[src/rtl/core/wlf_pkg.sv]
`timescale 1ns / 1ps
// ----------------------------------------------------------------------------
// wlf_pkg: shared types and constants of the weighted line fit
// Request structs of the serial multiplier and the divider, status codes.
// ----------------------------------------------------------------------------
package wlf_pkg;

	// operand widths of the shared arithmetic units
	localparam int MUL_AW  = 66;
	localparam int MUL_BW  = 96;
	localparam int DIG_W   = 16;
	localparam int NDIG_W  = 3;
	localparam int WIDE_W  = 128;

	// unit weight in q16.16
	localparam logic [31:0] ONE_Q16 = 32'h0001_0000;

	// fit status codes
	localparam logic [1:0] FIT_OK    = 2'd0;
	localparam logic [1:0] FIT_DEGEN = 2'd1;
	localparam logic [1:0] FIT_SAT   = 2'd2;

	// multiplier request: product of a and the low ndig digits of b
	typedef struct packed {
		logic                 go;
		logic [MUL_AW-1:0]    a;
		logic [MUL_BW-1:0]    b;
		logic [NDIG_W-1:0]    ndig;
	} mul_req_t;

	// divider request: unsigned num / den
	typedef struct packed {
		logic                 go;
		logic [WIDE_W-1:0]    num;
		logic [WIDE_W-1:0]    den;
	} div_req_t;

endpackage

[src/rtl/core/wlf_div.sv]
`timescale 1ns / 1ps
// ----------------------------------------------------------------------------
// wlf_div: restoring radix-2 divider
// Unsigned 128-bit by 128-bit division, one quotient bit per cycle.
// ----------------------------------------------------------------------------
module wlf_div (
	input  logic                            clk,
	input  logic                            arst_n,
	input  wlf_pkg::div_req_t               req,
	output logic                            done,
	output logic [wlf_pkg::WIDE_W-1:0]      quot
);

	localparam int W  = wlf_pkg::WIDE_W;
	localparam int CW = $clog2(W);

	logic [W-1:0]  n_q;
	logic [W-1:0]  d_q;
	logic [W:0]    r_q;
	logic [W-1:0]  q_q;
	logic [CW-1:0] cnt_q;
	logic          run_q;
	logic          done_q;
	logic [W:0]    trial;
	logic          ge;

	// shift in the next dividend bit and try the subtract
	assign trial = {r_q[W-1:0], n_q[W-1]};
	assign ge    = trial >= {1'b0, d_q};

	// sequencing
	always_ff @(posedge clk or negedge arst_n) begin
		if (!arst_n) begin
			run_q  <= 1'b0;
			done_q <= 1'b0;
			cnt_q  <= '0;
		end else begin
			done_q <= 1'b0;
			if (req.go) begin
				run_q <= 1'b1;
				cnt_q <= '1;
			end else if (run_q) begin
				if (cnt_q == '0) begin
					run_q  <= 1'b0;
					done_q <= 1'b1;
				end else begin
					cnt_q <= cnt_q - 1'b1;
				end
			end
		end
	end

	// datapath
	always_ff @(posedge clk) begin
		if (req.go) begin
			n_q <= req.num;
			d_q <= req.den;
			r_q <= '0;
			q_q <= '0;
		end else if (run_q) begin
			n_q <= {n_q[W-2:0], 1'b0};
			r_q <= ge ? (trial - {1'b0, d_q}) : trial;
			q_q <= {q_q[W-2:0], ge};
		end
	end

	assign done = done_q;
	assign quot = q_q;

endmodule

[config.mk]
export PLATFORM = sky130hd
export DESIGN_NAME = wlf_div
export DESIGN_NICKNAME = d
export VERILOG_FILES = /design/src/rtl/core/wlf_pkg.sv /design/src/rtl/core/wlf_div.sv
export SDC_FILE = /design/constraint.sdc
export NUM_CORES = 1
export LEC_CHECK = 0
export BUFFER_PORTS_ARGS = -buffer_cell sky130_fd_sc_hd__buf_2
export CORE_ASPECT_RATIO = 1.75
export CORE_MARGIN = 5
export CORE_UTILIZATION = 42
export DETAILED_ROUTE_END_ITERATION = 8
export GPL_ROUTABILITY_DRIVEN = 0
export GPL_TIMING_DRIVEN = 0
export PLACE_DENSITY = 0.63
export SYNTH_ARGS = -nofsm -noshare
export SYNTH_HDL_FRONTEND = slang
export SYNTH_SLANG_ARGS = --single-unit
[constraint.sdc]
create_clock -name clk -period 4.35 [get_ports clk]
set_clock_uncertainty 0.2 [all_clocks]
set_input_delay 0.6525 -clock clk [delete_from_list [all_inputs] [get_ports clk]]
set_output_delay 0.6525 -clock clk [all_outputs]
set_load 0.05 [all_outputs]
==> run summary <==
Antenna viol nets, final: 0
Clock slew at reported path FFs: 0.07 ns
Slew @ Worst Pin: 1.170 ns
R2r setup slk: 0.05 ns
Syn nets: 3350
Core area: 0.06732 mm^2
HPWL Detailed: 73.64 mm
Worst slew margin: 0.2203
Worst path arrival time: 4.62 ns
FILL cells: 6393
CTS H-tree depth: 2
Status: finished clean
Crit Path Class: reg2reg
Pin count of the biggest net entering global routing: 70
Synthesis-stage register bit count: 521
Hold Path Class: in2reg
Post-synth EDFFs: 256
CTS tree: yes
Final std cells w/o fill: 4488
Critical Path End Type: flip-flop
Row cnt: 126
Root buf cell: clkbuf_16
Sequential Area: 0.01304 mm^2
Area of the multi-input gates: 0.01422 mm^2
Final Util: 0.5206
Avg Vias per Cell: 5.514
WL/cell: 21.29 um
Leakage: 15.64 nW
Fin crit share: 0.9879
WHS: 0.05732 ns
Top cells by area, synth: edfxtp_1, dfxtp_1, ha_1, mux2_2, nor2_1
DRC violations left: 0
Worst-Skew Late Latency: 0.63 ns
Crit path max fanout: 7
Synth warn: 0
Initial antenna violation count: 20
Area growth syn-to-layout: 23.44%
Fin. Hold Viols: 0
Post-synth ARST share: 0.01727
DRT iter0 DRCs: 1270
DRT Pass-1 Iters: 5
# IOs: 388
CP required: 4.67 ns
Vias in the first global route: 25760
Fin crit period: 4.298 ns
Global-route wire length before repair: 144.4 mm
Startpoint Class: flip-flop
Post-synth top area cell: edfxtp_1
Grt peak-use layer: met2
Nets@finish: 3930
RSZ-0062 raised after global routing: true
Placed insts: 4247
Die X: 206.5 um
Grt ovf: 0
Seq/Total Area, Yosys: 0.4593
Power per cell area: 590.7 mW/mm^2
Highest Clock Rate: 0.2327 GHz
Post-synthesis cell area: 0.02839 mm^2
CTS Buf Count: 51
Buffers on Ports: 387
Met3 usage: 0.07174
Starting density of the core: 0.4217
Most frequently used flop master after synthesis: edfxtp_1
Peak VDD IR: 0.4146 mV
Gr usage total: 0.2536
Routed WL: 95.55 mm
Routed vias: 24750
GR Util met1: 0.2540
Die Height: 353.9 um
Distinct cells, synth: 85
Syn avg cell area: 9.591 um^2
Share of layout cells above drive strength 1: 0.2065
Syn Inst Count: 2960
Most numerous cell in the Yosys netlist: nor2_1
Die area: 0.07310 mm^2
Final setup fails: 0
Final slew viol count: 0
Overall power: 20.70 mW
Grt met2 use: 0.4535
Most instantiated cells after synthesis: nor2_1, nand2_1, dfxtp_1, edfxtp_1, a21oi_1
TritonCTS Sinks: 521
Maxcap violations: 0
Clock tree buffer depth: 3
Top cell type's share of synthesized area: 0.2708
worst max-delay path: stages, from the launching register on:
cell      delay (ns)
dfxtp_1         0.38
ha_1            0.30
clkbuf_1        0.27
nand4_1         0.25
o41ai_2         0.72
nand3_1         0.19
o22a_4          0.27
a21oi_4         0.20
nor2_2          0.12
o21a_4          0.26
o31ai_4         0.28
a21oi_1         0.16
or4_1           0.46
o311ai_1        0.12
area by class of cell:
class,count,share of cell area
clock buffers,67,0.04163
clock inverters,29,0.01075
repair buffers,532,0.09722
multi-input cells,2091,0.4057
flip-flops and latches,521,0.3720
diodes,9,0.0006427
inverters,174,0.01874
well taps,896,0.03199
plain buffers,169,0.02132
sequential cells by signal, indices dropped and copies added, names as in the netlist:
signal and flops:
quot 128, done 1, run_q 1, n_q 128, d_q 128, r_q 128
cnt_q 7
logic make-up after synthesis:
family	count (synthesis)	synth area share
xor gates and xnor gates	118	0.03641
DFF	521	0.4593
AOI/OAI and AO/OA	695	0.1624
muxes	266	0.09948
adders and majority gates	131	0.05800
buffers and inverters	348	0.04923
and+or+nand+nor	881	0.1352
timing repair:
item                       CTS  global route
pin swaps                    7            11
gates resized for setup     30            35
setup endpoints to repair  129           120
buffers inserted             9             5
hold buffers               127             0
hold endpoints to repair   135             0
cloned                       0             0
power breakdown:
| part | leakage (nW) | switching (mW) | internal, mW |
|---|---|---|---|
| combinational | 9.98 | 5.76 | 3.44 |
| clock | 0.888 | 2.07 | 2.80 |
| sequential | 4.77 | 0.656 | 5.97 |
| total | 15.6 | 8.49 | 12.2 |
per-layer routing:
layer	vias up	wire [um]
met1	11570	33090
li1	11790	-
met3	369	7121
met2	995	47720
met5	-	122
met4	20	7506
path summary, 6_finish.rpt:
kind                                      start               endpoint  depth (start not counted)
setup / recovery           r_q[33]$_SDFFE_PP0P_  r_q[112]$_SDFFE_PP0P_                         13
hold / removal                          req[62]      d_q[62]$_DFFE_PP_                          1
setup reg to reg           r_q[33]$_SDFFE_PP0P_  r_q[112]$_SDFFE_PP0P_                         13
hold reg to reg            r_q[12]$_SDFFE_PP0P_   r_q[13]$_SDFFE_PP0P_                          2
max in group asynchronous                arst_n   cnt_q[6]$_DFFE_PN0P_                          2
min in group asynchronous                arst_n   cnt_q[1]$_DFFE_PN0P_                          2
cells in the final DEF, fill, tap and decap left out, types with 53 or more instances in the layout:
cell type / instances
buf_2: 421
nor2_1: 366
nand2_1: 311
edfxtp_1: 256
dfxtp_1: 256
a21oi_1: 194
inv_1: 173
mux2i_1: 137
ha_1: 130
mux2_2: 128
dlygate4sd3_1: 127
o21ai_0: 114
clkbuf_1: 106
a311oi_1: 77
xnor2_1: 70
nand4_1: 63
a21o_1: 56
clkbuf_16: 53
per-stage QoR:
stage                     worst slack, ns  cell area (um^2)  setup TNS, ns
after floorplan                    0.2769             28390              0
after CTS                         0.01006             34860              0
after detailed placement          -0.9087             31540        -108.44
final                             0.05247             35040              0
after global routing             -0.02421             35030       -0.04451
after global placement             -3.001             31450        -777.19
No activity file was read; power rests on OpenSTA's default activity.
