===== src/rtl/core/wlf_pkg.sv =====
`timescale 1ns / 1ps
// ----------------------------------------------------------------------------
// wlf_pkg: shared types and constants of the weighted line fit
// Request structs of the serial multiplier and the divider, status codes.
// ----------------------------------------------------------------------------
package wlf_pkg;

	// operand widths of the shared arithmetic units
	localparam int MUL_AW  = 66;
	localparam int MUL_BW  = 96;
	localparam int DIG_W   = 16;
	localparam int NDIG_W  = 3;
	localparam int WIDE_W  = 128;

	// unit weight in q16.16
	localparam logic [31:0] ONE_Q16 = 32'h0001_0000;

	// fit status codes
	localparam logic [1:0] FIT_OK    = 2'd0;
	localparam logic [1:0] FIT_DEGEN = 2'd1;
	localparam logic [1:0] FIT_SAT   = 2'd2;

	// multiplier request: product of a and the low ndig digits of b
	typedef struct packed {
		logic                 go;
		logic [MUL_AW-1:0]    a;
		logic [MUL_BW-1:0]    b;
		logic [NDIG_W-1:0]    ndig;
	} mul_req_t;

	// divider request: unsigned num / den
	typedef struct packed {
		logic                 go;
		logic [WIDE_W-1:0]    num;
		logic [WIDE_W-1:0]    den;
	} div_req_t;

endpackage


===== src/rtl/core/wlf_mul.sv =====
`timescale 1ns / 1ps
// ----------------------------------------------------------------------------
// wlf_mul: digit-serial unsigned multiplier
// Multiplies a 66-bit operand by one 16-bit digit of the second operand per
// cycle, most significant digit first, into a 128-bit accumulator.
// ----------------------------------------------------------------------------
module wlf_mul (
	input  logic                            clk,
	input  logic                            arst_n,
	input  wlf_pkg::mul_req_t               req,
	output logic                            done,
	output logic [wlf_pkg::WIDE_W-1:0]      prod
);

	logic [wlf_pkg::MUL_AW-1:0]             a_q;
	logic [wlf_pkg::MUL_BW-1:0]             b_q;
	logic [wlf_pkg::NDIG_W-1:0]             k_q;
	logic                                   run_q;
	logic                                   done_q;
	logic [wlf_pkg::WIDE_W-1:0]             acc_q;
	logic [wlf_pkg::DIG_W-1:0]              dig;
	logic [wlf_pkg::MUL_AW+wlf_pkg::DIG_W-1:0] pp;
	logic [wlf_pkg::WIDE_W-1:0]             acc_next;

	// current digit and partial product
	assign dig      = b_q[{k_q, 4'b0000} +: wlf_pkg::DIG_W];
	assign pp       = a_q * dig;
	assign acc_next = {acc_q[wlf_pkg::WIDE_W-wlf_pkg::DIG_W-1:0], {wlf_pkg::DIG_W{1'b0}}}
		+ {{(wlf_pkg::WIDE_W-wlf_pkg::MUL_AW-wlf_pkg::DIG_W){1'b0}}, pp};

	// sequencing
	always_ff @(posedge clk or negedge arst_n) begin
		if (!arst_n) begin
			run_q  <= 1'b0;
			done_q <= 1'b0;
			k_q    <= '0;
		end else begin
			done_q <= 1'b0;
			if (req.go) begin
				run_q <= 1'b1;
				k_q   <= req.ndig - 1'b1;
			end else if (run_q) begin
				if (k_q == '0) begin
					run_q  <= 1'b0;
					done_q <= 1'b1;
				end else begin
					k_q <= k_q - 1'b1;
				end
			end
		end
	end

	// operands and accumulator
	always_ff @(posedge clk) begin
		if (req.go) begin
			a_q   <= req.a;
			b_q   <= req.b;
			acc_q <= '0;
		end else if (run_q) begin
			acc_q <= acc_next;
		end
	end

	assign done = done_q;
	assign prod = acc_q;

endmodule


===== config.mk =====
export PLATFORM = sky130hd
export DESIGN_NAME = wlf_mul
export DESIGN_NICKNAME = d
export VERILOG_FILES = /design/src/rtl/core/wlf_pkg.sv /design/src/rtl/core/wlf_mul.sv
export SDC_FILE = /design/constraint.sdc
export NUM_CORES = 2
export LEC_CHECK = 0
export BUFFER_PORTS_ARGS = -buffer_cell sky130_fd_sc_hd__buf_4
export CAP_MARGIN = 10
export CORE_AREA = 3 3 428 430
export CTS_CLUSTER_DIAMETER = 200
export DETAILED_ROUTE_END_ITERATION = 10
export DIE_AREA = 0 0 431 433
export HOLD_SLACK_MARGIN = 0.05
export PLACE_DENSITY = 0.43
export SLEW_MARGIN = 20
export SYNTH_ARGS = -nofsm -noshare
export SYNTH_HDL_FRONTEND = slang
export SYNTH_SLANG_ARGS = --single-unit

===== constraint.sdc =====
create_clock -name clk -period 9.9 [get_ports clk]
set_clock_uncertainty 0.1 [all_clocks]
set_input_delay 0.99 -clock clk [delete_from_list [all_inputs] [get_ports clk]]
set_output_delay 0.99 -clock clk [all_outputs]
set_load 0.01 [all_outputs]

==> metrics.txt <==
# TYPE chip_impl_metric gauge
chip_impl_metric{name="die_w",unit="um"} 431
chip_impl_metric{name="first_pass_grt_wire_length",unit="um"} 247000
chip_impl_info{name="worstHoldPathType",value="reg -> reg"} 1
chip_impl_metric{name="synth_cell_type_count",unit=""} 83
chip_impl_metric{name="fillerInstances",unit=""} 19110
chip_impl_metric{name="number_of_global_route_vias_before_repair",unit=""} 38460
chip_impl_metric{name="starting_density",unit="%"} 25.90
chip_impl_info{name="ys_dominant_reg_cell",value="sky130_fd_sc_hd__edfxtp_1"} 1
chip_impl_metric{name="rrSetupSlack",unit="ns"} 0.63
chip_impl_metric{name="vias",unit=""} 34570
chip_impl_info{name="crit_end",value="prod[118]$_SDFFE_PP0P_"} 1
chip_impl_metric{name="yosysWarningCount",unit=""} 0
chip_impl_metric{name="cts-htree-levels",unit=""} 2
chip_impl_info{name="crit_path_start_kind",value="register"} 1
chip_impl_metric{name="ys_seq_elements",unit=""} 295
chip_impl_metric{name="worst_r2r_path_depth",unit=""} 27
chip_impl_metric{name="timing.final.hold_violations",unit=""} 0
chip_impl_metric{name="finish.net_count",unit=""} 6491
chip_impl_info{name="critPathKind",value="reg -> reg"} 1
chip_impl_metric{name="wl_met3",unit="um"} 5803
chip_impl_metric{name="grt_util_all_layers",unit="%"} 17.42
chip_impl_metric{name="synth_area",unit="um2"} 46670
chip_impl_metric{name="drc",unit=""} 0
chip_impl_metric{name="area_growth_syn_to_layout",unit="%"} 13.68
chip_impl_info{name="synthMostInstantiatedCell",value="sky130_fd_sc_hd__inv_1"} 1
chip_impl_metric{name="seq_area_frac_synth",unit="%"} 16.18
chip_impl_metric{name="finalSetupViolCount",unit=""} 0
chip_impl_metric{name="worstSkewPairLatency",unit="ns"} 0.68
chip_impl_info{name="maxUsedRoutingLayer",value="met5"} 1
chip_impl_metric{name="tns",unit="ns"} 0
chip_impl_metric{name="critical_path_required",unit="ns"} 10.33
chip_impl_metric{name="hpwl",unit="um"} 130200
chip_impl_metric{name="die_height",unit="um"} 433
chip_impl_metric{name="cp_num_cells",unit=""} 27
chip_impl_metric{name="first_iter_violations",unit=""} 1574
chip_impl_info{name="critical_path.reg2reg.startpoint",value="k_q[0]$_DFFE_PN0P_"} 1
chip_impl_metric{name="simple_gate_portion_of_the_synthesized_area",unit="%"} 15.68
chip_impl_metric{name="detail_route.wirelength.met1",unit="um"} 69030
chip_impl_metric{name="synth_compound_area_share",unit="%"} 6.740
chip_impl_info{name="startpoint_of_the_most_critical_setup_path",value="k_q[0]$_DFFE_PN0P_"} 1
chip_impl_metric{name="worst-slew-pin-transition",unit="ns"} 1.002
chip_impl_metric{name="synthXorXnorAreaFrac",unit="%"} 1.952
chip_impl_metric{name="final-max-slew-violation-count",unit=""} 0
chip_impl_info{name="clockRootBuffer",value="sky130_fd_sc_hd__clkbuf_16"} 1
chip_impl_metric{name="clock_slew_at_reported_path_ffs",unit="ns"} 0.06
chip_impl_info{name="cp-end-kind",value="register"} 1
chip_impl_metric{name="synthAdderAreaFrac",unit="%"} 45.77
chip_impl_metric{name="postCtsResizedCells",unit=""} 0
chip_impl_info{name="synth.largest_area_cell",value="sky130_fd_sc_hd__fa_1"} 1
chip_impl_metric{name="place.gp.congestion",unit=""} 0.8703
chip_impl_metric{name="timing.critical_path.slowest_cell_delay",unit="ns"} 0.60
chip_impl_metric{name="synth_nets",unit=""} 6371
chip_impl_metric{name="path_buf_inv",unit=""} 6
chip_impl_metric{name="routed_wire_length_per_instance",unit="um"} 21.14
chip_impl_metric{name="routed_wl",unit="um"} 160500
chip_impl_metric{name="cts_inserted_buffers",unit=""} 42
chip_impl_metric{name="fmaxAchievable",unit="MHz"} 107.9
chip_impl_info{name="tritoncts",value="done"} 1
chip_impl_metric{name="met2_length",unit="um"} 80330
chip_impl_metric{name="grt-ovfl-total",unit=""} 0
chip_impl_metric{name="grt_max_degree",unit=""} 70
chip_impl_metric{name="crit_path_max_fanout",unit=""} 40
chip_impl_metric{name="boundaryPins",unit=""} 297
chip_impl_metric{name="dr.pass1.iters",unit=""} 7
chip_impl_metric{name="die-area",unit="um2"} 186600
chip_impl_metric{name="share_of_flip_flops_with_an_asynchronous_set_or_reset_after_synthesis",unit="%"} 1.695
chip_impl_metric{name="max-slew-margin-rel",unit="%"} 32.93
chip_impl_metric{name="synthesis.area_per_instance",unit="um2"} 9.201
chip_impl_metric{name="fin_crit_share",unit="%"} 93.64
chip_impl_info{name="crit_path_frequent_cell",value="sky130_fd_sc_hd__fa_1"} 1
chip_impl_metric{name="synth_top_cell_area_share",unit="%"} 41.18
chip_impl_info{name="critPathTopFamily",value="adder cells"} 1
chip_impl_metric{name="cts.sink_count",unit=""} 295
chip_impl_metric{name="number_of_antenna_violations_at_the_first_check_in_global_routing",unit=""} 5
chip_impl_metric{name="place.port_buffers",unit=""} 296
chip_impl_metric{name="std_cell_rows",unit=""} 156
chip_impl_info{name="worst_r2r_endpoint",value="prod[118]$_SDFFE_PP0P_"} 1
chip_impl_metric{name="design.core.area",unit="um2"} 180200
chip_impl_metric{name="average_via_count_per_standard_cell",unit=""} 4.553
chip_impl_info{name="critPathSlowestCell",value="sky130_fd_sc_hd__dfrtp_2"} 1
chip_impl_metric{name="max_cap_violations",unit=""} 0
chip_impl_metric{name="synth-edff-count",unit=""} 162
chip_impl_metric{name="period_minus_slack",unit="ns"} 9.270
chip_impl_metric{name="timing.critical_path.arrival",unit="ns"} 9.70
chip_impl_metric{name="drive_above_1_share",unit="%"} 9.216
chip_impl_metric{name="route.antenna.remaining_nets",unit=""} 0
chip_impl_info{name="status",value="complete, no violations"} 1
chip_impl_metric{name="synth_cells",unit=""} 5072
chip_impl_metric{name="post_synth_mux_area_share",unit="%"} 2.279
chip_impl_info{name="largest_family_of_logic_cells_by_synthesized_area",value="adder cells"} 1
chip_impl_info{name="post_synth_most_frequent_cells",value="sky130_fd_sc_hd__inv_1, sky130_fd_sc_hd__fa_1, sky130_fd_sc_hd__nand2_1"} 1
chip_impl_info{name="grt_setup_unrepaired",value="no"} 1
chip_impl_info{name="synth.area.top_cells",value="sky130_fd_sc_hd__fa_1, sky130_fd_sc_hd__edfxtp_1, sky130_fd_sc_hd__inv_1"} 1
chip_impl_metric{name="cts-root-to-sink-buffers",unit=""} 3
==> final cells by class <==
class / count / area [um2] / area share, %
clock buffers: 57 / 1242 / 2.342
multi-input cells: 3373 / 34000 / 64.09
flip-flops and latches: 295 / 7557 / 14.24
diodes: 3 / 7.507 / 0.01415
clock inverters: 14 / 219.0 / 0.4127
well taps: 2370 / 2965 / 5.589
inverters: 1133 / 4253 / 8.016
repair buffers: 347 / 2805 / 5.288
==> cell families after synthesis <==
family,Yosys count
flip-flops,295
multiplexers,86
XOR/XNOR,104
AND/OR/NAND/NOR,1573
adder cells (fa/ha/maj),1131
buffers and inverters,1404
AO/OA/AOI/OAI,479
==> metrics by stage <==
| stage | utilization, % | cell area [um2] | setup WS [ns] | hold WS (ns) | instances |
|---|---|---|---|---|---|
| after CTS | 29.44 | 53040 | 0.6037 | 0.3086 | 7589 |
| after floorplan | - | 46670 | 1.825 | 0.3697 | 5072 |
| final | 29.45 | 53050 | 0.6301 | 0.3482 | 7592 |
| after detailed placement | 28.63 | 51570 | 0.6863 | 0.3431 | 7517 |
| after global placement | 28.58 | 51490 | 0.6386 | 0.3417 | 7514 |
| after global routing | 29.44 | 53050 | 0.1858 | 0.3374 | 7590 |
==> cells in the final DEF (no fill, tap or decap), types with 6 or more instances in the layout <==
cell                        count
sky130_fd_sc_hd__a211oi_1      34
sky130_fd_sc_hd__a21boi_0       8
sky130_fd_sc_hd__a21o_1        45
sky130_fd_sc_hd__a21oi_1      148
sky130_fd_sc_hd__a31oi_1       14
sky130_fd_sc_hd__and2_1       391
sky130_fd_sc_hd__and3_1        22
sky130_fd_sc_hd__and4_1         6
sky130_fd_sc_hd__buf_12        12
sky130_fd_sc_hd__buf_4        331
sky130_fd_sc_hd__clkbuf_1       6
sky130_fd_sc_hd__clkbuf_16     46
sky130_fd_sc_hd__dfxtp_1      128
sky130_fd_sc_hd__edfxtp_1     162
sky130_fd_sc_hd__fa_1         960
sky130_fd_sc_hd__ha_1         171
sky130_fd_sc_hd__inv_1       1133
sky130_fd_sc_hd__mux2i_1       68
sky130_fd_sc_hd__mux4_2        16
sky130_fd_sc_hd__nand2_1      838
sky130_fd_sc_hd__nand2b_1       6
sky130_fd_sc_hd__nand3_1       55
sky130_fd_sc_hd__nand4_1       40
sky130_fd_sc_hd__nor2_1       158
sky130_fd_sc_hd__nor3_1        13
sky130_fd_sc_hd__o211ai_1       8
sky130_fd_sc_hd__o21a_1         6
sky130_fd_sc_hd__o21ai_0       89
sky130_fd_sc_hd__o21ai_1        8
sky130_fd_sc_hd__o21ai_4       16
sky130_fd_sc_hd__o21bai_1      25
sky130_fd_sc_hd__o31ai_1       11
sky130_fd_sc_hd__or3_1          9
sky130_fd_sc_hd__or4_1          6
sky130_fd_sc_hd__xnor2_1       75
sky130_fd_sc_hd__xor2_1        29
==> flip-flops by register name, summed over array words and instances, names as in the netlist <==
signal	count
b_q	96
prod	128
run_q	1
a_q	66
done	1
k_q	3
==> worst min-delay path by stage <==
| stage | startpoint | to | cells after the start |
|---|---|---|---|
| after floorplan | prod[118]$_SDFFE_PP0P_ | prod[118]$_SDFFE_PP0P_ | 2 |
| after global placement | prod[118]$_SDFFE_PP0P_ | prod[118]$_SDFFE_PP0P_ | 2 |
| after detailed placement | prod[118]$_SDFFE_PP0P_ | prod[118]$_SDFFE_PP0P_ | 2 |
| after CTS | req[157] | a_q[58]$_DFFE_PP_ | 1 |
| after global routing | req[158] | a_q[59]$_DFFE_PP_ | 1 |
| final | prod[118]$_SDFFE_PP0P_ | prod[118]$_SDFFE_PP0P_ | 2 |
==> routing by layer <==
metal	track usage, %	up-vias
met5	0	-
met4	5.194	2
met3	2.035	181
met2	30.80	698
met1	22.28	18190
li1	-	15490
==> worst min-delay path, delay by kind of cell, from the launching register on <==
family | cells | cell delay, ns
AND/OR/NAND/NOR | 1 | 0.05
flip-flops | 1 | 0.31
AO/OA/AOI/OAI | 1 | 0.05
==> what timing repair did <==
item | CTS | global route
hold buffers | 1 | 0
buffers inserted | 0 | 0
endpoints found under the hold margin | 5 | 0
Power is left out: the tool's default activity adds up to more than one toggle a clock period on the data nets, which glitch-free logic cannot reach.
